### config.mk
export PLATFORM = sky130hd
export DESIGN_NAME = abb_front
export DESIGN_NICKNAME = d
export VERILOG_FILES = /design/src/assert_macros.svh /design/src/abb_pkg.sv /design/src/abb_front.sv
export SDC_FILE = /design/constraint.sdc
export NUM_CORES = 1
export LEC_CHECK = 0
export BUFFER_PORTS_ARGS = -buffer_cell sky130_fd_sc_hd__buf_2
export CAP_MARGIN = 20
export CORE_ASPECT_RATIO = 1.1
export CORE_MARGIN = 2
export CORE_UTILIZATION = 42
export DETAILED_ROUTE_END_ITERATION = 6
export GPL_ROUTABILITY_DRIVEN = 0
export SLEW_MARGIN = 0
export SYNTH_ARGS = -nofsm -noshare
export SYNTH_HDL_FRONTEND = slang
export SYNTH_SLANG_ARGS = --single-unit
### constraint.sdc
create_clock -name clk -period 6.2 [get_ports clk]
set_input_delay 1.24 -clock clk [delete_from_list [all_inputs] [get_ports clk]]
set_output_delay 1.24 -clock clk [all_outputs]
set_load 0.005 [all_outputs]
### src/assert_macros.svh
// Assertion helper macros shared by the blur RTL.
// Needs clk and rst_n in the scope of the module that uses them.
`ifndef ASSERT_MACROS_SVH
`define ASSERT_MACROS_SVH

// Same-cycle implication, disabled during reset.
`define ABB_ASSERT_IMP(label, ante, cons) \
    label: assert property (@(posedge clk) disable iff (!rst_n) (ante) |-> (cons)) \
        else $error("abb assertion failed");

// Next-cycle implication, disabled during reset.
`define ABB_ASSERT_NXT(label, ante, cons) \
    label: assert property (@(posedge clk) disable iff (!rst_n) (ante) |=> (cons)) \
        else $error("abb assertion failed");

`endif

### src/abb_pkg.sv
// Shared types and constants for the ARGB box blur.
// No dependencies.
package abb_pkg;

    localparam int CH_COUNT     = 4;
    localparam int CH_BITS      = 8;
    localparam int PIXEL_W      = 32;
    localparam int WIDTH_REG_W  = 11;
    localparam int HEIGHT_REG_W = 13;
    localparam int CFG_DATA_W   = 13;
    localparam int CFG_INDEX_W  = 1;

    localparam logic [CFG_INDEX_W-1:0] REG_IMAGE_WIDTH  = 1'd0;
    localparam logic [CFG_INDEX_W-1:0] REG_IMAGE_HEIGHT = 1'd1;

    localparam logic KIND_PIXEL = 1'b0;
    localparam logic KIND_DRAIN = 1'b1;

    localparam int RESET_WIDTH  = 640;
    localparam int RESET_HEIGHT = 480;

    typedef enum logic [2:0] {
        ST_IDLE,
        ST_READ,
        ST_RWAIT,
        ST_COLUMN,
        ST_EMIT,
        ST_DIV,
        ST_OUT
    } back_state_t;

    // Width of a packed command between front and back.
    function automatic int cmd_width(int cw, int sw, int nw);
        return PIXEL_W + cw + 2 + sw + 2 * nw + 2 + sw;
    endfunction

endpackage

### src/abb_front.sv
// Front of the blur: raster position tracking, frame size registers and
// item classification into column commands. Depends on abb_pkg.
module abb_front #(
    parameter int MAX_WIDTH  = 1024,
    parameter int MAX_HEIGHT = 4096,
    parameter int RADIUS     = 2,
    parameter int CMD_W      = 64
) (
    input  logic                               clk,
    input  logic                               rst_n,
    input  logic                               cfg_wen,
    input  logic [abb_pkg::CFG_INDEX_W-1:0]    cfg_index,
    input  logic [abb_pkg::CFG_DATA_W-1:0]     cfg_data,
    input  logic                               in_valid,
    output logic                               in_ready,
    input  logic                               kind,
    input  logic [abb_pkg::PIXEL_W-1:0]        pixel_in,
    output logic                               cmd_valid,
    input  logic                               cmd_ready,
    output logic [CMD_W-1:0]                   cmd_data
);

    localparam int SPAN       = 2 * RADIUS + 1;
    localparam int STORE_ROWS = 2 * RADIUS;
    localparam int CW         = $clog2(MAX_WIDTH);
    localparam int XW         = $clog2(MAX_WIDTH + 1);
    localparam int HW         = $clog2(MAX_HEIGHT + 1);
    localparam int YW         = $clog2(MAX_HEIGHT + RADIUS);
    localparam int SW         = $clog2(STORE_ROWS);
    localparam int NW         = $clog2(SPAN + 1);
    localparam int RST_W = (abb_pkg::RESET_WIDTH > MAX_WIDTH) ? MAX_WIDTH
                                                              : abb_pkg::RESET_WIDTH;
    localparam int RST_H = (abb_pkg::RESET_HEIGHT > MAX_HEIGHT) ? MAX_HEIGHT
                                                                : abb_pkg::RESET_HEIGHT;

    typedef struct packed {
        logic [abb_pkg::PIXEL_W-1:0] pix;
        logic [CW-1:0]               ix;
        logic                        is_real;
        logic                        store_only;
        logic [SW-1:0]               rd_slot;
        logic [NW-1:0]               nreads;
        logic [NW-1:0]               mh;
        logic                        last_col;
        logic                        oy_last;
        logic [SW-1:0]               wr_slot;
    } cmd_t;

    logic [XW-1:0] uw_reg, uw_next;
    logic [HW-1:0] uh_reg, uh_next;
    logic [CW-1:0] col_reg, col_next;
    logic [YW-1:0] row_reg, row_next;
    logic [SW-1:0] slot_reg, slot_next;

    cmd_t        cmd;
    logic        do_proc;
    logic        accept;
    logic [31:0] row32, col32, w32, h32, r0, cfg32;
    logic [SW-1:0] slot_inc;

    assign in_ready  = cmd_ready;
    assign cmd_valid = in_valid && do_proc;
    assign cmd_data  = CMD_W'(cmd);
    assign accept    = in_valid && in_ready && do_proc;

    always_comb
    begin
        uw_next   = uw_reg;
        uh_next   = uh_reg;
        col_next  = col_reg;
        row_next  = row_reg;
        slot_next = slot_reg;
        row32 = 32'(row_reg);
        col32 = 32'(col_reg);
        w32   = 32'(uw_reg);
        h32   = 32'(uh_reg);
        cfg32 = 32'(cfg_data);
        slot_inc = (slot_reg == SW'(STORE_ROWS - 1)) ? '0 : slot_reg + 1'b1;

        if (kind == abb_pkg::KIND_PIXEL)
        begin
            do_proc = row32 < h32;
        end
        else
        begin
            do_proc = row32 >= h32;
        end

        r0 = (row32 >= 32'(STORE_ROWS)) ? row32 - 32'(STORE_ROWS) : 32'd0;

        cmd.pix        = pixel_in;
        cmd.ix         = col_reg;
        cmd.is_real    = kind == abb_pkg::KIND_PIXEL;
        cmd.store_only = row32 < 32'(RADIUS);
        cmd.rd_slot    = (row32 >= 32'(STORE_ROWS)) ? slot_reg : '0;
        cmd.wr_slot    = slot_reg;
        cmd.last_col   = col32 == w32 - 32'd1;
        cmd.oy_last    = row32 == h32 - 32'd1 + 32'(RADIUS);
        if (cmd.store_only)
        begin
            cmd.nreads = '0;
            cmd.mh     = '0;
        end
        else if (cmd.is_real)
        begin
            cmd.nreads = NW'(row32 - r0);
            cmd.mh     = NW'(row32 - r0 + 32'd1);
        end
        else
        begin
            cmd.nreads = NW'(h32 - r0);
            cmd.mh     = NW'(h32 - r0);
        end

        if (accept)
        begin
            if (!cmd.is_real && row32 >= h32 - 32'd1 + 32'(RADIUS) && cmd.last_col)
            begin
                // last drain column of the frame: start over
                col_next  = '0;
                row_next  = '0;
                slot_next = '0;
            end
            else if (cmd.last_col)
            begin
                col_next  = '0;
                row_next  = row_reg + 1'b1;
                slot_next = slot_inc;
                // short frame skips the store-only drain rows, straight to row RADIUS
                if (cmd.is_real && row32 + 32'd1 == h32 && row32 + 32'd1 < 32'(RADIUS))
                begin
                    row_next  = YW'(RADIUS);
                    slot_next = SW'(RADIUS);
                end
            end
            else
            begin
                col_next = col_reg + 1'b1;
            end
        end

        if (cfg_wen)
        begin
            col_next  = '0;
            row_next  = '0;
            slot_next = '0;
            if (cfg_index == abb_pkg::REG_IMAGE_WIDTH)
            begin
                cfg32 = 32'(cfg_data[abb_pkg::WIDTH_REG_W-1:0]);
                if (cfg32 == 32'd0)
                begin
                    uw_next = XW'(1);
                end
                else if (cfg32 > 32'(MAX_WIDTH))
                begin
                    uw_next = XW'(MAX_WIDTH);
                end
                else
                begin
                    uw_next = XW'(cfg32);
                end
            end
            else
            begin
                cfg32 = 32'(cfg_data[abb_pkg::HEIGHT_REG_W-1:0]);
                if (cfg32 == 32'd0)
                begin
                    uh_next = HW'(1);
                end
                else if (cfg32 > 32'(MAX_HEIGHT))
                begin
                    uh_next = HW'(MAX_HEIGHT);
                end
                else
                begin
                    uh_next = HW'(cfg32);
                end
            end
        end
    end

    always_ff @(posedge clk or negedge rst_n)
    begin
        if (!rst_n)
        begin
            uw_reg   <= XW'(RST_W);
            uh_reg   <= HW'(RST_H);
            col_reg  <= '0;
            row_reg  <= '0;
            slot_reg <= '0;
        end
        else
        begin
            uw_reg   <= uw_next;
            uh_reg   <= uh_next;
            col_reg  <= col_next;
            row_reg  <= row_next;
            slot_reg <= slot_next;
        end
    end

endmodule

## Yosys cells after proc, flatten, opt, wreduce, memory -nomap -nowiden

Cells that the tools add are included.

- Memories kept: 0
- Logic and storage cells: 68
- Bits in writable memories: 0
- Bits in registers: 49
- ROM bits: 0
- Bits of input ports: 52
- Latch bits: 0

- Shift-type cells: 0
- Divide/modulo/power cells: 0
- Bitwise logic cells: 2
- $lt $le $gt $ge: 8
- Equal/unequal tests: 4
- Multiplexer cells: 24
- Reduce and logical (&&, ||, !) cells: 14
- Multiply operators: 0
- Add/subtract/negate cells: 11

Operators by type and width:

| kind | number |
|---|---|
| 2-to-1 mux 13 bit | 7 |
| 2-to-1 mux 10 bit | 4 |
| equality test 10 x 32 -> 1 bit | 1 |
| equality test 13 x 32 -> 1 bit | 1 |
| greater-or-equal comparator 13 x 32 -> 1 bit | 1 |
| 2-to-1 mux 11 bit | 2 |
| adder 14 x 3 -> 15 bit, second input constant | 1 |
| adder 13 x 1 -> 14 bit, second input constant | 1 |
| equality test 14 x 13 -> 1 bit | 1 |
| less-than comparator 14 x 2 -> 1 bit, second input constant | 1 |
| 2-to-1 mux 2 bit | 7 |
| subtractor 13 x 1 -> 14 bit, second input constant | 1 |
| adder 13 x 1 -> 13 bit, second input constant | 1 |
| greater-or-equal comparator 13 bit | 1 |
| greater-or-equal comparator 13 x 3 -> 1 bit, second input constant | 1 |
| greater-than comparator 13 bit, second input constant | 1 |
| logical NOT 13 bit | 1 |
| less-than comparator 13 bit | 1 |
| less-than comparator 13 x 2 -> 1 bit, second input constant | 1 |
| 2-to-1 mux 6 bit | 2 |
| subtractor 11 x 1 -> 12 bit, second input constant | 1 |
| greater-than comparator 11 bit, second input constant | 1 |
| logical NOT 11 bit | 1 |
| adder 10 x 1 -> 10 bit, second input constant | 1 |
| 12 further kinds | 22 |

## Logic depth before layout (Yosys ltp)

- Word-level depth: 9
- Mapped depth: 19
- Depth with buffers taken out: 17

## Worst setup path before layout

No wires, ideal clock.

- Path kind: register to output
- From: register uh_reg[1]
- To: output cmd_data[2]
- Arrival time: 3,252 ps
- Stages on the path, launching flop included: 14
- Path slack: 1,708 ps
- Cell sequence: dfrtp_1 -> inv_1 -> ha_1 -> clkbuf_1 -> or4b_1 -> o32ai_1 -> a31oi_1 -> nor3_1 -> nand3_1 -> xnor2_1 -> ha_1 -> nand2_1 -> or4_1 -> nor3_1

- Word-level cells in the longest chain between the ends: 3

RTL lines:

| element | RTL line | RTL |
|---|---|---|
| start: declaration | abb_front.sv:50 | `logic [HW-1:0] uh_reg, uh_next;` |
| start signal: assignment | abb_front.sv:187 | `uh_reg <= HW'(RST_H);` |
| start signal: assignment | abb_front.sv:195 | `uh_reg <= uh_next;` |
| subtractor 13 x 1 -> 14 bit | abb_front.sv:98 | `cmd.oy_last = row32 == h32 - 32'd1 + 32'(RADIUS);` |
| adder 14 x 3 -> 15 bit | abb_front.sv:98 |  |
| equality test 13 x 32 -> 1 bit | abb_front.sv:98 |  |
| end: declaration | abb_front.sv:20 | `output logic [CMD_W-1:0] cmd_data` |

Every way passes these cells.

## Final worst setup path

Ends and elaborated chain as after synthesis.

==> results.ini <==
[finish]
layout.nets=697
fin_util_pct=44.5
drive_gt1_share_pct=14.1
layoutNonFillerInstCount=759
area_growth_pct=2.46
n_antenna_cell=0

[min_path]
hold_end=uw_reg[9]$_DFFE_PN1P_
holdPathStages=2
holdCritStartpoint=uw_reg[9]$_DFFE_PN1P_
hp-class=reg2reg

[logic_synthesis]
synth-edff-count=0
ys_warn_count=0
yosysUniqueCellTypes=73
synthCells=623
synth_flop_cell=dfrtp_1
async_flop_share_pct=100
synth_area_um2=5040
synth-seq-cells=49
ys_seq_area_share_pct=24.5
syn_area_per_cell_um2=8.09

[sta]
drv_slew=0
skew_ns=0.00626
layout_setup_ws_ns=0.997
worst_pin_slew_ns=1.03
worst_slew_margin_rel_pct=31.4
whs_ns=0.528
period_share_pct=83.9
rsz0062_at_grt=no
finalSetupViolCount=0
hold_viol_final=0
fmax_mhz=192
finalSetupTns_ns=0
fin_crit_ns=5.20

[floorplanning]
die_w_um=108
core_area_um2=11600
dieArea_um2=12900
dieHeight_um=119
initial_core_util_pct=43.4
num_io_pins=118
fp-row-count=41

[placement]
dpl.hpwl_um=9980
preCtsSetupSlack_ns=1.19
port_buffers=45
place_inst=751

[worst_setup_path]
worstPathMaxFanout=9
r2r_start=uh_reg[1]$_DFFE_PN0P_
cp-start-kind=register
r2r_cells=16
max_stage_delay_ns=0.55
cpLargestDelayFamily=simple AND/OR/NAND/NOR gates
crit_type=reg2out
critPathCaptureType=output pin
crit_required_ns=4.96
crit_slowest_cell=or4_1
critPathArrivalTime_ns=3.96
critical_path_buf_inv_count=2
r2r_end=row_reg[5]$_DFFE_PN0P_
r2r_slack_ns=1.18
path_cells=inv_1 -> ha_1 -> nor2b_1 -> a211oi_1 -> o221ai_1 -> nor3_1 -> nand3_1 -> xnor2_1 -> ha_1 -> nand2_1 -> or4_1 -> nor3_1 -> buf_2

[global_routing]
grt_max_degree=50
grt_pass1_wl_um=21700
grt_usage_pct=21.0
antenna_found_initial=0
grt_overflow=0
grt_pass1_vias=4404

[clocking]
cts_resized=0
path_clk_slew_ns=0.06
cts-root-buf=clkbuf_16
hold_buffers=0
clk_path_buf_depth=2
clock_sinks=49
cts_tree=built
htree_num_levels=2
cts_buffers=5
post-cts-setup-buffer-count=0
clk_latency_ns=0.29

[run]
drv_cap=0

[routing]
drc=0
postRouteAntennaNets=0
routedWlPerCell_um=17.5
drt_iter0_markers=211
dr_total_vias=4539
drt-pass1-iter-count=5
wirelength_um=13300
viasPerCell=5.98

[pwr]
pwr_density_cell_nw_per_um2=186
p_leak_nw=2.16
peakVddDrop_uv=166

[status]
run_status=finished clean

-- worst max path at each step --
| stage | startpoint | cells after the start | to | slack [ns] |
|---|---|---|---|---|
| floorplan | uh_reg[1]$_DFFE_PN0P_ | 13 | cmd_data[2] | 1.71 |
| detailed placement | uh_reg[1]$_DFFE_PN0P_ | 17 | row_reg[5]$_DFFE_PN0P_ | 1.19 |
| global route | uh_reg[1]$_DFFE_PN0P_ | 13 | cmd_data[2] | 0.75 |
| global placement | uh_reg[1]$_DFFE_PN0P_ | 17 | slot_reg[1]$_DFFE_PN0P_ | 1.34 |
| CTS | uh_reg[1]$_DFFE_PN0P_ | 14 | cmd_data[2] | 0.99 |
| finish | uh_reg[1]$_DFFE_PN0P_ | 13 | cmd_data[2] | 1.0 |
-- where the power goes --
part           switching, mW  leakage [nW]  internal (mW)
sequential            0.0391         0.644          0.341
clock                  0.117        0.0712          0.161
combinational          0.177          1.44          0.126
-- area by class of cell --
cell class / count / area (µm²)
fillers: 1195 / 6430
multi-input cells: 474 / 3240
flip-flops and latches: 49 / 1230
repair buffers: 47 / 240
well taps: 150 / 188
clock buffers: 8 / 146
inverters: 31 / 116
-- metal layers --
metal	vias to the layer above	GRT usage [%]	routed length [µm]
met5	-	0	0
met4	0	7.53	272
met3	24	3.45	707
met2	131	35.5	6480
met1	2190	26.7	5860
li1	2194	-	-
-- synth_stat cells (8+ instances only) --
cell / count / share of area [%]
a31oi_1: 21 / 2.6
dfrtp_1: 43 / 21
nand3_1: 35 / 3.5
xnor2_1: 25 / 4.3
nor2_1: 38 / 2.8
inv_1: 30 / 2.2
ha_1: 36 / 8.9
mux2i_1: 8 / 1.6
nor3_1: 15 / 1.5
clkbuf_1: 23 / 1.7
a21oi_1: 31 / 3.1
xor2_1: 9 / 1.6
or4_1: 10 / 1.5
a22o_1: 13 / 2.3
nand2b_1: 12 / 1.5
nand2_1: 44 / 3.3
nand4_1: 18 / 2.2
o21ai_0: 37 / 3.7
buf_2: 9 / 0.89
buf_4: 42 / 6.3
-- cell usage in the layout, fill, tap and decap left out, types with 8 or more instances in the layout --
cell,Yosys,routed
xnor2_1,25,25
a22o_1,13,13
nand2b_1,12,12
xor2_1,9,9
mux2i_1,8,8
nand2_1,44,44
a31oi_1,21,21
o21ai_0,37,37
inv_1,30,30
nand3_1,35,35
dfrtp_1,43,43
or4_1,10,10
nor3_1,15,15
nor2_1,38,38
conb_1,2,10
nand4_1,18,18
buf_2,9,45
ha_1,36,36
a21oi_1,31,31
-- tightest hold or removal path: stages, from the launching register on --
cell and delay [ns]:
dfstp_2 0.40, nand2_1 0.05, o21ai_0 0.07
-- metrics by stage --
stage               cell area (µm²)  power, mW
finish                         5160      0.961
global route                   5160       1.02
CTS                            5160      0.970
detailed placement             5010      0.684
global placement               5010      0.680
floorplan                      5070      0.628
-- kinds of logic after synthesis --
kind of cell             count (synthesis)  share of synthesized area, %
XOR/XNOR                                34                          5.91
other                                    2                         0.149
adder cells (fa/ha/maj)                 39                          9.74
buffers and inverters                  108                          11.8
flip-flops                              49                          24.5
AND/OR/NAND/NOR                        234                          26.2
multiplexers                            11                          2.26
AO/OA/AOI/OAI                          146                          19.4
No activity file was read; power rests on OpenSTA's default activity.
