<file path="src/assert_macros.svh">
// Assertion helper macros shared by the blur RTL.
// Needs clk and rst_n in the scope of the module that uses them.
`ifndef ASSERT_MACROS_SVH
`define ASSERT_MACROS_SVH

// Same-cycle implication, disabled during reset.
`define ABB_ASSERT_IMP(label, ante, cons) \
    label: assert property (@(posedge clk) disable iff (!rst_n) (ante) |-> (cons)) \
        else $error("abb assertion failed");

// Next-cycle implication, disabled during reset.
`define ABB_ASSERT_NXT(label, ante, cons) \
    label: assert property (@(posedge clk) disable iff (!rst_n) (ante) |=> (cons)) \
        else $error("abb assertion failed");

`endif

</file>
<file path="src/abb_cmd_fifo.sv">
// Short command queue between front and back of the blur.
// No dependencies.
module abb_cmd_fifo #(
    parameter int WIDTH = 64,
    parameter int DEPTH = 2
) (
    input  logic             clk,
    input  logic             rst_n,
    input  logic             push_valid,
    output logic             push_ready,
    input  logic [WIDTH-1:0] push_data,
    output logic             pop_valid,
    input  logic             pop_ready,
    output logic [WIDTH-1:0] pop_data
);

    localparam int AW = (DEPTH > 1) ? $clog2(DEPTH) : 1;
    localparam int CNT_W = $clog2(DEPTH + 1);

    logic [WIDTH-1:0] slot_reg [DEPTH];
    logic [AW-1:0]    wr_ptr_reg, wr_ptr_next;
    logic [AW-1:0]    rd_ptr_reg, rd_ptr_next;
    logic [CNT_W-1:0] count_reg, count_next;
    logic             do_push, do_pop;

    assign push_ready = count_reg != CNT_W'(DEPTH);
    assign pop_valid  = count_reg != '0;
    assign pop_data   = slot_reg[rd_ptr_reg];
    assign do_push    = push_valid && push_ready;
    assign do_pop     = pop_valid && pop_ready;

    always_comb
    begin
        wr_ptr_next = wr_ptr_reg;
        rd_ptr_next = rd_ptr_reg;
        count_next  = count_reg;
        if (do_push)
        begin
            wr_ptr_next = (wr_ptr_reg == AW'(DEPTH - 1)) ? '0 : wr_ptr_reg + 1'b1;
        end
        if (do_pop)
        begin
            rd_ptr_next = (rd_ptr_reg == AW'(DEPTH - 1)) ? '0 : rd_ptr_reg + 1'b1;
        end
        if (do_push && !do_pop)
        begin
            count_next = count_reg + 1'b1;
        end
        else if (do_pop && !do_push)
        begin
            count_next = count_reg - 1'b1;
        end
    end

    always_ff @(posedge clk or negedge rst_n)
    begin
        if (!rst_n)
        begin
            wr_ptr_reg <= '0;
            rd_ptr_reg <= '0;
            count_reg  <= '0;
        end
        else
        begin
            wr_ptr_reg <= wr_ptr_next;
            rd_ptr_reg <= rd_ptr_next;
            count_reg  <= count_next;
        end
    end

    always_ff @(posedge clk)
    begin
        if (do_push)
        begin
            slot_reg[wr_ptr_reg] <= push_data;
        end
    end

endmodule

</file>
<file path="config.mk">
export PLATFORM = sky130hd
export DESIGN_NAME = abb_cmd_fifo
export DESIGN_NICKNAME = d
export VERILOG_FILES = /design/src/assert_macros.svh /design/src/abb_cmd_fifo.sv
export SDC_FILE = /design/constraint.sdc
export NUM_CORES = 1
export LEC_CHECK = 0
export BUFFER_PORTS_ARGS = -buffer_cell sky130_fd_sc_hd__clkbuf_2
export CORE_MARGIN = 1
export CORE_UTILIZATION = 45
export DETAILED_ROUTE_END_ITERATION = 10
export PLACE_DENSITY = 0.7
export SLEW_MARGIN = 20
export SYNTH_ARGS = -nofsm -noshare
export SYNTH_HDL_FRONTEND = slang
export SYNTH_SLANG_ARGS = --single-unit
</file>
<file path="constraint.sdc">
create_clock -name clk -period 5.2 [get_ports clk]
set_input_delay 1.56 -clock clk [delete_from_list [all_inputs] [get_ports clk]]
set_output_delay 1.56 -clock clk [all_outputs]
set_load 0.005 [all_outputs]
</file>
# Word-level counts from Yosys, hierarchy flattened
# Memory sizes are Yosys's and may differ from the RTL's.
# Cells that the tools add are included.
[totals]
regBits = 4
latch_bits = 0
ramBits = 128
rom_bits = 0
output_inout_bits = 66
wordCells = 23
memories = 1
[memory_table]
columns = ["name", "depth", "word_bits", "rd", "rd_clocked_by_memory_dff", "wr", "line_no", "rtl"]
rows = [
  ["slot_reg", 2, 64, 1, 0, 1, "abb_cmd_fifo.sv:20", "logic [WIDTH-1:0] slot_reg [DEPTH];"],
]
[op_classes]
addsub = 4
mul = 0
div_mod_pow = 0
magnitude_cmp = 0
n_eq_ne = 1
shifts = 0
muxes = 6
bitwise_logic = 0
n_reduce_logical = 8
[ops]
columns = ["operator", "n"]
rows = [
  ["logical AND 1 bit", 4],
  ["two-way mux 1 bit", 4],
  ["two-way mux 2 bit", 2],
  ["nonzero test 2 bit", 2],
  ["adder 1 bit, second input constant", 2],
  ["adder 2 x 1 -> 2 bit, second input constant", 1],
  ["logical NOT 1 bit", 2],
  ["inequality test 2 bit, second input constant", 1],
  ["subtractor 2 x 1 -> 2 bit, second input constant", 1],
]

# Longest topological paths before layout
# Gate-level depths: netlist (run 1).
[depth]
ltp_word = 6
ltp_mapped = 7
ltp_nobuf = 7

# Worst setup path after synthesis (run 1)
# No wires, ideal clock.
[synth_timing]
path_type = "input to register"
startpoint = "in push_valid"
endpoint = "mem slot_reg[0][0], enable pin"
setup_ns = 0.486
t_arrival_ns = 4.325
path_slack_ns = 0.389
stages = 2
n_path_buf = 0
path_cell_list = "nand2_1 -> nor2_1"
[synth_via]
elab_chain_len = 3
[synth_rtl]
columns = ["item", "line_no", "rtl"]
rows = [
  ["from (decl)", "abb_cmd_fifo.sv:9", "input logic push_valid,"],
  ["logical AND 1 bit", "abb_cmd_fifo.sv:29", "assign do_push = push_valid && push_ready;"],
  ["two-way mux 1 bit", "abb_cmd_fifo.sv:73", "if (do_push)"],
  ["two-way mux 1 bit (not written as such)", "abb_cmd_fifo.sv:75", "slot_reg[wr_ptr_reg] <= push_data;"],
  ["to (decl)", "abb_cmd_fifo.sv:20", ""],
]
# Every way passes these cells.

# Final worst setup path (run 1)
[layout_timing]
startpoint = "reg rd_ptr_reg"
endpoint = "out pop_data[35]"
[layout_via]
elab_chain_len = 1
[layout_rtl]
columns = ["item", "line_no", "rtl"]
rows = [
  ["from (decl)", "abb_cmd_fifo.sv:22", "logic [AW-1:0] rd_ptr_reg, rd_ptr_next;"],
  ["from (signal assigned)", "abb_cmd_fifo.sv:66", "rd_ptr_reg <= rd_ptr_next;"],
  ["memory (2 x 64 bit)", "--", ""],
  ["to (decl)", "abb_cmd_fifo.sv:14", "output logic [WIDTH-1:0] pop_data"],
]
# Every way passes these cells.

==> flow_summary_export.csv, run 1 <==
group,metric,value,unit
floorplan,fp-row-count,38,
timing,slew_headroom,40.0,%
yosys,mappedNetlistArea,5020,um^2
clocking,numCtsBuffers,17,
run,max_cap_violations,0,
hold_path,hp-class,"reg2reg",
clocking,clkTransAtPathRegs,60,ps
global_routing,grt-ovfl-total,0,
worst_setup_path,critPathMaxStageDelay,790,ps
worst_setup_path,path_cells,"buf_12 > mux2_2 > clkbuf_2",
timing,min_period,3680,ps
drt,drt-initial-drc-count,68,
worst_setup_path,critical_path_required,3640,ps
drt,drt-pass1-iter-count,4,
yosys,synth_fa_ha_area_share,0.249,%
worst_setup_path,r2r_start,"count_reg[0]",
yosys,synth_mux_area_share,18.1,%
yosys,synth_nets,286,
layout,final_layout_size_suffix_gt1_share,60.6,%
drt,wire_per_inst,15.5,um
floorplan,die_area,11600,um^2
drt,drt_wl_total,8020,um
layout,finalNetCount,434,
status,outcome,"finished clean",
worst_setup_path,cpMaxStageDelayCell,"dfrtp_4",
worst_setup_path,cp-end-kind,"output pin",
floorplan,dieWidth,108,um
worst_setup_path,worst-r2r-cell-count,3,
clocking,cts_root_buf,"clkbuf_8",
global_routing,grtUsageTotal,14.4,%
drt,postRouteAntennaNets,0,
clocking,post-cts-setup-buffer-count,0,
global_routing,grt_pass1_vias,2496,
clocking,clock_path_buffers,2,
yosys,syn_avg_cell_area,23.1,um^2
pwr,ir_drop,300,uV
timing,fin_setup_tns,0,ps
timing,fmax,0.272,GHz
floorplan,start_util,46.3,%
worst_setup_path,r2r_end,"slot_reg[1][8]",
clocking,clock-sinks,132,
worst_setup_path,cp_data_arrival_time,2120,ps
yosys,synth_cell_types,15,
drt,drc_errors,0,
clocking,worstSkewPairLatency,500,ps
timing,rsz0062_at_grt,"false",
yosys,synth_top_cell_area_share,76.6,%
floorplan,die_y,108,um
placed_design,place_congestion,0.686,
hold_path,min_path_cells,1,
clocking,postCtsHoldBufs,0,
yosys,synth_xor_area_share,0.873,%
timing,finalClockSkew,6.41,ps
yosys,ys_seq_elements,132,
global_routing,antenna_found_initial,0,
floorplan,io_pins,134,
worst_setup_path,r2r_slack,3040,ps
clocking,cts_tree,"yes",
worst_setup_path,cp-endpoint,"pop_data[35]",
pwr,finalPower,3.89,mW
layout,largest_reg_flops,128,
pwr,leakage,2.65,nW
yosys,yosys_warnings,0,
layout,n_antenna_cell,0,
clocking,cts_resized,0,
yosys,yosys.area_share.simple,0.673,%
timing,setup_violations,0,
placed_design,port-buffer-count,133,
timing,slew_viol_final,0,
global_routing,grt_pass1_wl,12100,um
yosys,synthesis.instances,217,
drt,viasPerCell,4.69,
worst_setup_path,worstSetupPathType,"reg2out",
yosys,synth_top_family_by_area,"multiplexers",
yosys,ys_seq_area_share,78.6,%
layout,syn_to_final_growth,29.6,%
worst_setup_path,setup.worst_path.start,"rd_ptr_reg",
placed_design,place_hpwl,4980,um
drt,num_vias,2429,
floorplan,coreArea,10800,um^2
timing,hold_violations,0,
pwr,cellPowerDensity,598,nW/um^2
global_routing,grt_start_max_net_pins,66,
timing,tightest_slew,898,ps
yosys,synth_area_leaders,"edfxtp_1, mux2_4, mux2_2",
worst_setup_path,cp_max_fo,36,
yosys,synth_top_cell_by_area,"edfxtp_1",
timing,fin_crit_sh,70.7,%
clocking,htreeDepth,4,
worst_setup_path,start_kind,"flip-flop",
yosys,synth_compound_area_share,0,%
-- worst min path at each step --
stage / end / start
after detailed placement: count_reg[1] / count_reg[1]
after global routing: count_reg[1] / count_reg[1]
final: count_reg[1] / count_reg[1]
after global placement: count_reg[1] / count_reg[1]
after floorplan: count_reg[1] / count_reg[1]
after CTS: count_reg[1] / count_reg[1]
-- cell type report --
class | count | area (um^2)
multi-input cells | 77 | 1010
clock buffers | 19 | 422
clock inverters | 13 | 235
inverters | 1 | 3.75
well taps | 140 | 175
flip-flops and latches | 132 | 3950
fillers | 807 | 4340
repair buffers | 136 | 713
-- routing by layer --
layer | global-route usage, % | up-vias | routed length, um
li1 | - | 1154 | -
met1 | 17.2 | 1167 | 3470
met2 | 22.7 | 95 | 3870
met3 | 5.63 | 13 | 557
met4 | 7.34 | 0 | 125
met5 | 0 | - | 0
-- per-stage QoR --
step	util, %	hold slack [ps]	instance area, um^2	std cells	setup WS, ps
final	60.0	490	6500	518	1520
after detailed placement	53.8	482	5830	485	1890
after global placement	53.8	472	5830	485	1900
after CTS	59.8	491	6480	517	1340
after global routing	60.0	513	6500	518	1420
after floorplan	-	456	5020	217	389
-- Yosys cell counts --
master and instances:
dfrtp_1 4, xnor2_1 3, buf_6 6, nand2_1 2, mux2_2 14, nor2_1 2, nand2b_1 1, or2_1 1
edfxtp_1 128, ha_1 1, inv_1 1, buf_2 1, xor2_1 2, and3_1 1, mux2_4 50
-- where the power goes --
part,total (mW),leakage (nW),switching (mW),internal [mW]
sequential,1.58,1.23,0.125,1.46
clock,1.32,0.320,0.408,0.915
combinational,0.981,1.09,0.420,0.561
total,3.89,2.65,0.953,2.94
-- worst max-delay path: cells and delay by family, from the launching register on --
family / cells / cell delay, ps
mux: 1 / 380
buf+inv: 2 / 450
flops: 1 / 790
-- cell usage in the layout, fill, tap and decap left out --
cell type  instances
ha_1               1
clkinv_1           4
buf_4              1
clkinv_2           2
mux2_4            50
edfxtp_1         128
buf_12             2
xor2_1             2
dfrtp_1            3
and3_2             1
clkbuf_8           1
clkbuf_2         133
or2_1              1
inv_1              1
nand2b_1           1
xnor2_1            3
dfrtp_4            1
bufinv_16          7
clkbuf_1           2
nor2_1             1
mux2_2            14
nor2_4             1
clkbuf_16         16
nand2_1            2
-- logic make-up (layout without fill, tap and decap cells) --
group         after synthesis  after routing
xor+xnor                    5              5
fa+ha+maj                   1              1
buf+inv                     8            169
flops                     132            132
mux                        64             64
simple gates                7              7
(Power assumes the default switching activity.)
==> run 2, diff against run 1 <==
--- a/config.mk
+++ b/config.mk
@@ -5,11 +5,12 @@
 export SDC_FILE = /design/constraint.sdc
 export NUM_CORES = 1
 export LEC_CHECK = 0
+export ABC_AREA = 1
 export BUFFER_PORTS_ARGS = -buffer_cell sky130_fd_sc_hd__clkbuf_2
 export CORE_MARGIN = 1
 export CORE_UTILIZATION = 45
 export DETAILED_ROUTE_END_ITERATION = 10
-export PLACE_DENSITY = 0.7
+export PLACE_DENSITY = 0.73
 export SLEW_MARGIN = 20
 export SYNTH_ARGS = -nofsm -noshare
 export SYNTH_HDL_FRONTEND = slang
==> constraint.sdc (replaced) <==
create_clock -name clk -period 3.3 [get_ports clk]
set_input_delay 0.99 -clock clk [delete_from_list [all_inputs] [get_ports clk]]
set_output_delay 0.99 -clock clk [all_outputs]
set_load 0.005 [all_outputs]
==> run 2 against run 1 <==
Net effect:
- largest power group unchanged
- critical endpoint is now pop_data[8]
- sequential share of layout area is 1.7 points higher
- design area is 2.7% lower
- utilization grew 0.75 points
- first-iteration DRC count rose to 2.8 times the previous value
- wire length up 13%
==> flow_summary_export.csv, run 2 <==
group,metric,value,unit
yosys,ys_seq_area_share,80.9,%
clocking,postCtsHoldBufs,0,
floorplan,start_util,46.8,%
yosys,synth_ff_type,"edfxtp_1",
global_routing,grt_pass1_wl,14100,um
yosys,synth_mux_area_share,0,%
pwr,ir_drop,472,uV
timing,hold_violations,0,
yosys,synth.most_common_cell,"nand2_1",
yosys,syn_avg_cell_area,13.4,um^2
status,outcome,"finished clean",
yosys,synth_fa_ha_area_share,0.257,%
yosys,synth_top_family_by_area,"simple AND/OR/NAND/NOR gates",
yosys,synth_top_cell_by_area,"edfxtp_1",
worst_setup_path,r2r_end,"slot_reg[1][37]",
yosys,synth_cell_types,13,
global_routing,grt_pass1_vias,3011,
yosys,synth_edf_count,128,
drt,drc_errors,0,
yosys,ys_top_cells_by_count,"nand2_1, edfxtp_1, buf_4",
layout,n_antenna_cell,0,
worst_setup_path,cp_max_fo,42,
run,max_cap_violations,0,
clocking,cts_tree,"yes",
floorplan,io_pins,134,
layout,final_layout_size_suffix_gt1_share,32.8,%
yosys,synth_top_cell_area_share,78.9,%
placed_design,place_hpwl,5810,um
timing,min_period,2830,ps
timing,slew_headroom,53.1,%
yosys,ys_async_sr_fraction,3.03,%
floorplan,fp-row-count,37,
yosys,yosys.area_share.simple,16.1,%
pwr,cellPowerDensity,929,nW/um^2
timing,setup_violations,0,
placed_design,post-place-ws,956,ps
global_routing,grtUsageTotal,17.0,%
drt,postRouteAntennaNets,0,
yosys,synth_area_leaders,"edfxtp_1, nand2_1, dfrtp_1",
clocking,numCtsBuffers,17,
timing,fmax,0.353,GHz
clocking,htreeDepth,4,
drt,drt-initial-drc-count,190,
worst_setup_path,critical_path_required,2310,ps
drt,drt-pass1-iter-count,5,
layout,finalNetCount,575,
yosys,synthesis.instances,363,
layout,ff_latch_area,3950,um^2
floorplan,dieWidth,106,um
pwr,leakage,2.76,nW
worst_setup_path,start_kind,"flip-flop",
placed_design,port-buffer-count,133,
timing,layout_setup_ws,471,ps
drt,viasPerCell,4.71,
timing,rsz0062_at_grt,"false",
floorplan,die_y,106,um
clocking,clock-sinks,132,
placed_design,dp_cells,623,
yosys,mappedNetlistArea,4870,um^2
yosys,ys_seq_elements,132,
timing,fin_crit_sh,85.7,%
drt,drt_wl_total,9060,um
clocking,post-cts-setup-buffer-count,0,
layout,multiInputGateArea,827,um^2
clocking,clock_path_buffers,2,
clocking,cts_root_buf,"clkbuf_8",
worst_setup_path,cp_data_arrival_time,1840,ps
layout,stdcell_count,655,
global_routing,grt-ovfl-total,0,
yosys,yosys_warnings,0,
worst_setup_path,worstSetupPathType,"reg2out",
drt,wire_per_inst,13.8,um
worst_setup_path,cp-end-kind,"output pin",
global_routing,grt_start_max_net_pins,66,
drt,num_vias,3084,
layout,final_cell_mix,"nand2_1, clkbuf_2, edfxtp_1, clkbuf_16, inv_1",
timing,finalClockSkew,7.86,ps
timing,tightest_slew,703,ps
layout,final.fill_count,810,
layout,fin_area,6330,um^2
layout,syn_to_final_growth,29.9,%
placed_design,dpl_cell_area,5720,um^2
yosys,synth_xor_area_share,0.360,%
layout,final_common_cell,"nand2_1",
worst_setup_path,r2r_slack,1510,ps
floorplan,coreArea,10400,um^2
global_routing,antenna_found_initial,0,
layout,largest_reg_flops,128,
floorplan,die_area,11200,um^2
clocking,clkTransAtPathRegs,60,ps
hold_path,hp-class,"in2async",
worst_setup_path,worst-r2r-cell-count,5,
clocking,cts_resized,0,
clocking,worstSkewPairLatency,500,ps
yosys,synth_nets,432,
yosys,synth_compound_area_share,0,%
timing,slew_viol_final,0,
worst_setup_path,r2r_start,"count_reg[0]",
timing,fin_hold_ws,289,ps
placed_design,place_congestion,0.734,
-- run 2: cell types whose count changed after synthesis, moves of 2 or more --
cell / change
mux2_4: -50
inv_1: +5
xnor2_1: -2
mux2_2: -14
nand3_1: +2
nand2_1: +200
buf_6: -6
buf_2: +5
buf_4: +8
-- run 2: area by class of cell --
class,instances,area share (%)
Multi-Input combinational cell,210,13.1
Tap cell,136,2.69
Sequential cell,132,62.3
Timing Repair Buffer,138,11.9
Clock buffer,20,6.72
Clock inverter,12,2.85
Inverter,7,0.415
-- run 2: power by group --
group / switching [mW] / total [mW] / internal [mW]
combinational: 1.01 / 1.60 / 0.591
clock: 0.659 / 1.89 / 1.23
sequential: 0.0960 / 2.39 / 2.29
total: 1.77 / 5.88 / 4.11
-- run 2: cell families (layout without fill, tap and decap cells) --
| family | count (synthesis) | after routing |
|---|---|---|
| xor+xnor | 2 | 2 |
| simple gates | 207 | 207 |
| flops | 132 | 132 |
| fa+ha+maj | 1 | 1 |
| buf+inv | 21 | 177 |
-- run 2: critical path: stages, from the launching register on --
cell and delay [ps]:
dfrtp_2 400, inv_2 340, buf_12 270, nand2_1 80
nand2_1 80, clkbuf_2 120
-- run 2: how the worst max path moves through the flow --
stage / from / endpoint / slack [ps]
floorplan: push_valid / slot_reg[0][0] / -960
global placement: push_valid / slot_reg[1][43] / 990
detailed placement: push_valid / slot_reg[1][43] / 960
CTS: rd_ptr_reg / pop_data[33] / 430
global route: rd_ptr_reg / pop_data[24] / 340
finish: rd_ptr_reg / pop_data[8] / 470
-- run 2: stage by stage --
step | TNS (ps) | utilization, % | power [mW]
after global routing | 0 | 60.7 | 6.21
after global placement | 0 | 54.9 | 4.01
after CTS | 0 | 60.7 | 5.95
after detailed placement | 0 | 54.9 | 4.05
final | 0 | 60.7 | 5.88
after floorplan | -122970 | - | 3.34
-- run 2: routing by layer --
layer | vias up | routed length [um] | global-route usage (%)
li1 | 1511 | - | -
met1 | 1435 | 3720 | 19.9
met2 | 129 | 4670 | 28.7
met3 | 9 | 582 | 5.09
met4 | 0 | 89 | 7.84
met5 | - | 0 | 0
==> run 3, diff against run 2 <==
--- a/config.mk
+++ b/config.mk
@@ -10,7 +10,7 @@
 export CORE_MARGIN = 1
 export CORE_UTILIZATION = 45
 export DETAILED_ROUTE_END_ITERATION = 10
-export PLACE_DENSITY = 0.73
+export PLACE_DENSITY = 0.7
 export SLEW_MARGIN = 20
 export SYNTH_ARGS = -nofsm -noshare
 export SYNTH_HDL_FRONTEND = slang
==> constraint.sdc (replaced) <==
create_clock -name clk -period 2.7 [get_ports clk]
set_input_delay 0.81 -clock clk [delete_from_list [all_inputs] [get_ports clk]]
set_output_delay 0.81 -clock clk [all_outputs]
set_load 0.005 [all_outputs]
==> run 3 against run 2 <==
Net effect:
- sequential share of layout area increased by 0.61 points
- die area unchanged
- count of clock-buffer cells in the layout increased by 2
- clock skew decreased by 1.3 ps
- utilization decreased by 0.59 points
- largest cell class unchanged
==> flow_summary_export.csv, run 3 (synthesis results as in run 2) <==
group,metric,value,unit
status,outcome,"finished clean",
global_routing,grtUsageTotal,17.1,%
global_routing,antenna_found_initial,0,
clocking,htreeDepth,4,
clocking,post-cts-setup-buffer-count,0,
floorplan,die_y,106,um
layout,syn_to_final_growth,28.6,%
placed_design,place_congestion,0.738,
timing,setup_violations,0,
pwr,cellPowerDensity,1120,nW/um^2
clocking,numCtsBuffers,17,
layout,ff_latch_area,3950,um^2
worst_setup_path,cp_max_fo,65,
pwr,leakage,2.75,nW
timing,tightest_slew,493,ps
pwr,finalPower,7.02,mW
global_routing,grt-ovfl-total,0,
clocking,clock_path_buffers,2,
worst_setup_path,path_cells,"buf_6 > nand2_1 > nand2_1 > clkbuf_2",
worst_setup_path,r2r_slack,1080,ps
drt,drt-initial-drc-count,159,
placed_design,dp_cells,623,
global_routing,grt_pass1_wl,14200,um
clocking,cts_tree,"yes",
timing,fin_setup_tns,0,ps
timing,fin_crit_sh,91.2,%
layout,stdcell_count,655,
clocking,clkTransAtPathRegs,60,ps
drt,wire_per_inst,14.1,um
worst_setup_path,cp_data_arrival_time,1650,ps
layout,largest_reg_flops,128,
global_routing,grt_start_max_net_pins,66,
floorplan,fp-row-count,37,
global_routing,grt_pass1_vias,2994,
worst_setup_path,cpMaxStageDelayCell,"buf_6",
worst_setup_path,cpMostUsedCell,"nand2_1",
clocking,cts_root_buf,"clkbuf_8",
drt,viasPerCell,4.70,
hold_path,hp-class,"in2async",
pwr,ir_drop,614,uV
timing,slew_viol_final,0,
worst_setup_path,worstSetupPathType,"reg2out",
timing,finalClockSkew,6.58,ps
layout,n_antenna_cell,0,
worst_setup_path,cp-end-kind,"output pin",
placed_design,dpl_cell_area,5700,um^2
clocking,clock-sinks,132,
worst_setup_path,start_kind,"flip-flop",
layout,final.fill_count,839,
drt,num_vias,3077,
layout,final_common_cell,"nand2_1",
floorplan,start_util,46.8,%
timing,hold_violations,0,
worst_setup_path,critPathMaxStageDelay,410,ps
drt,drt_wl_total,9230,um
timing,rsz0062_at_grt,"false",
floorplan,coreArea,10400,um^2
clocking,worstSkewPairLatency,510,ps
timing,min_period,2460,ps
placed_design,place_hpwl,5620,um
run,max_cap_violations,0,
layout,multiInputGateArea,827,um^2
layout,fin_area,6270,um^2
layout,final_cell_mix,"nand2_1, clkbuf_2, edfxtp_1, clkbuf_16, inv_1",
layout,finalNetCount,575,
drt,drc_errors,0,
timing,fmax,0.406,GHz
placed_design,port-buffer-count,133,
floorplan,io_pins,134,
timing,slew_headroom,67.1,%
floorplan,die_area,11200,um^2
worst_setup_path,critical_path_required,1890,ps
layout,final_layout_size_suffix_gt1_share,32.4,%
drt,postRouteAntennaNets,0,
drt,drt-pass1-iter-count,5,
floorplan,dieWidth,106,um
[run 3: routing by layer]
layer	routed length [um]	track usage [%]	vias up
met1	3870	20.9	1441
met4	100	8.04	0
met2	4610	27.8	117
met5	0	0	-
li1	-	-	1507
met3	645	5.15	12
[run 3: cell type report]
cell class	count	share of cell area [%]
flip-flops and latches	132	63.0
inverters	7	0.419
clock buffers	22	6.91
well taps	136	2.72
clock inverters	10	2.12
multi-input cells	210	13.2
repair buffers	138	11.7
[run 3: where the power goes]
part	internal, mW	total, mW	switching, mW
combinational	0.697	1.91	1.22
clock	1.40	2.18	0.781
sequential	2.80	2.92	0.121
total	4.90	7.02	2.12
[run 3: path summary, 6_finish.rpt]
kind | from | endpoint | cells past startpoint
max reg2reg | count_reg[0] | slot_reg[1][32] | 5
min reg2reg | count_reg[1] | count_reg[1] | 2
min | rst_n | wr_ptr_reg | 1
min in group clk | push_data[14] | slot_reg[0][14] | 1
max in group asynchronous | rst_n | rd_ptr_reg | 1
max | rd_ptr_reg | pop_data[15] | 4
[run 3: metrics by stage]
step | setup slack (ps) | hold WS [ps] | utilization (%)
after floorplan | -325 | 462 | -
after global placement | 621 | 484 | 54.7
after global routing | 109 | 86.0 | 60.2
after detailed placement | 595 | 500 | 54.7
after CTS | 48.7 | 81.5 | 60.1
final | 238 | 104 | 60.2
[run 3: critical path: cells and delay by family, from the launching register on]
kind / cells / cell delay (ps)
simple gates: 2 / 210
flops: 1 / 370
buf+inv: 2 / 530
[run 3: repair_timing]
action | 4_1_cts | 5_1_grt
endpoints found under the hold margin | 0 | 0
setup endpoints to repair | 0 | 42
resized for setup | 0 | 1
hold buffers | 0 | 0
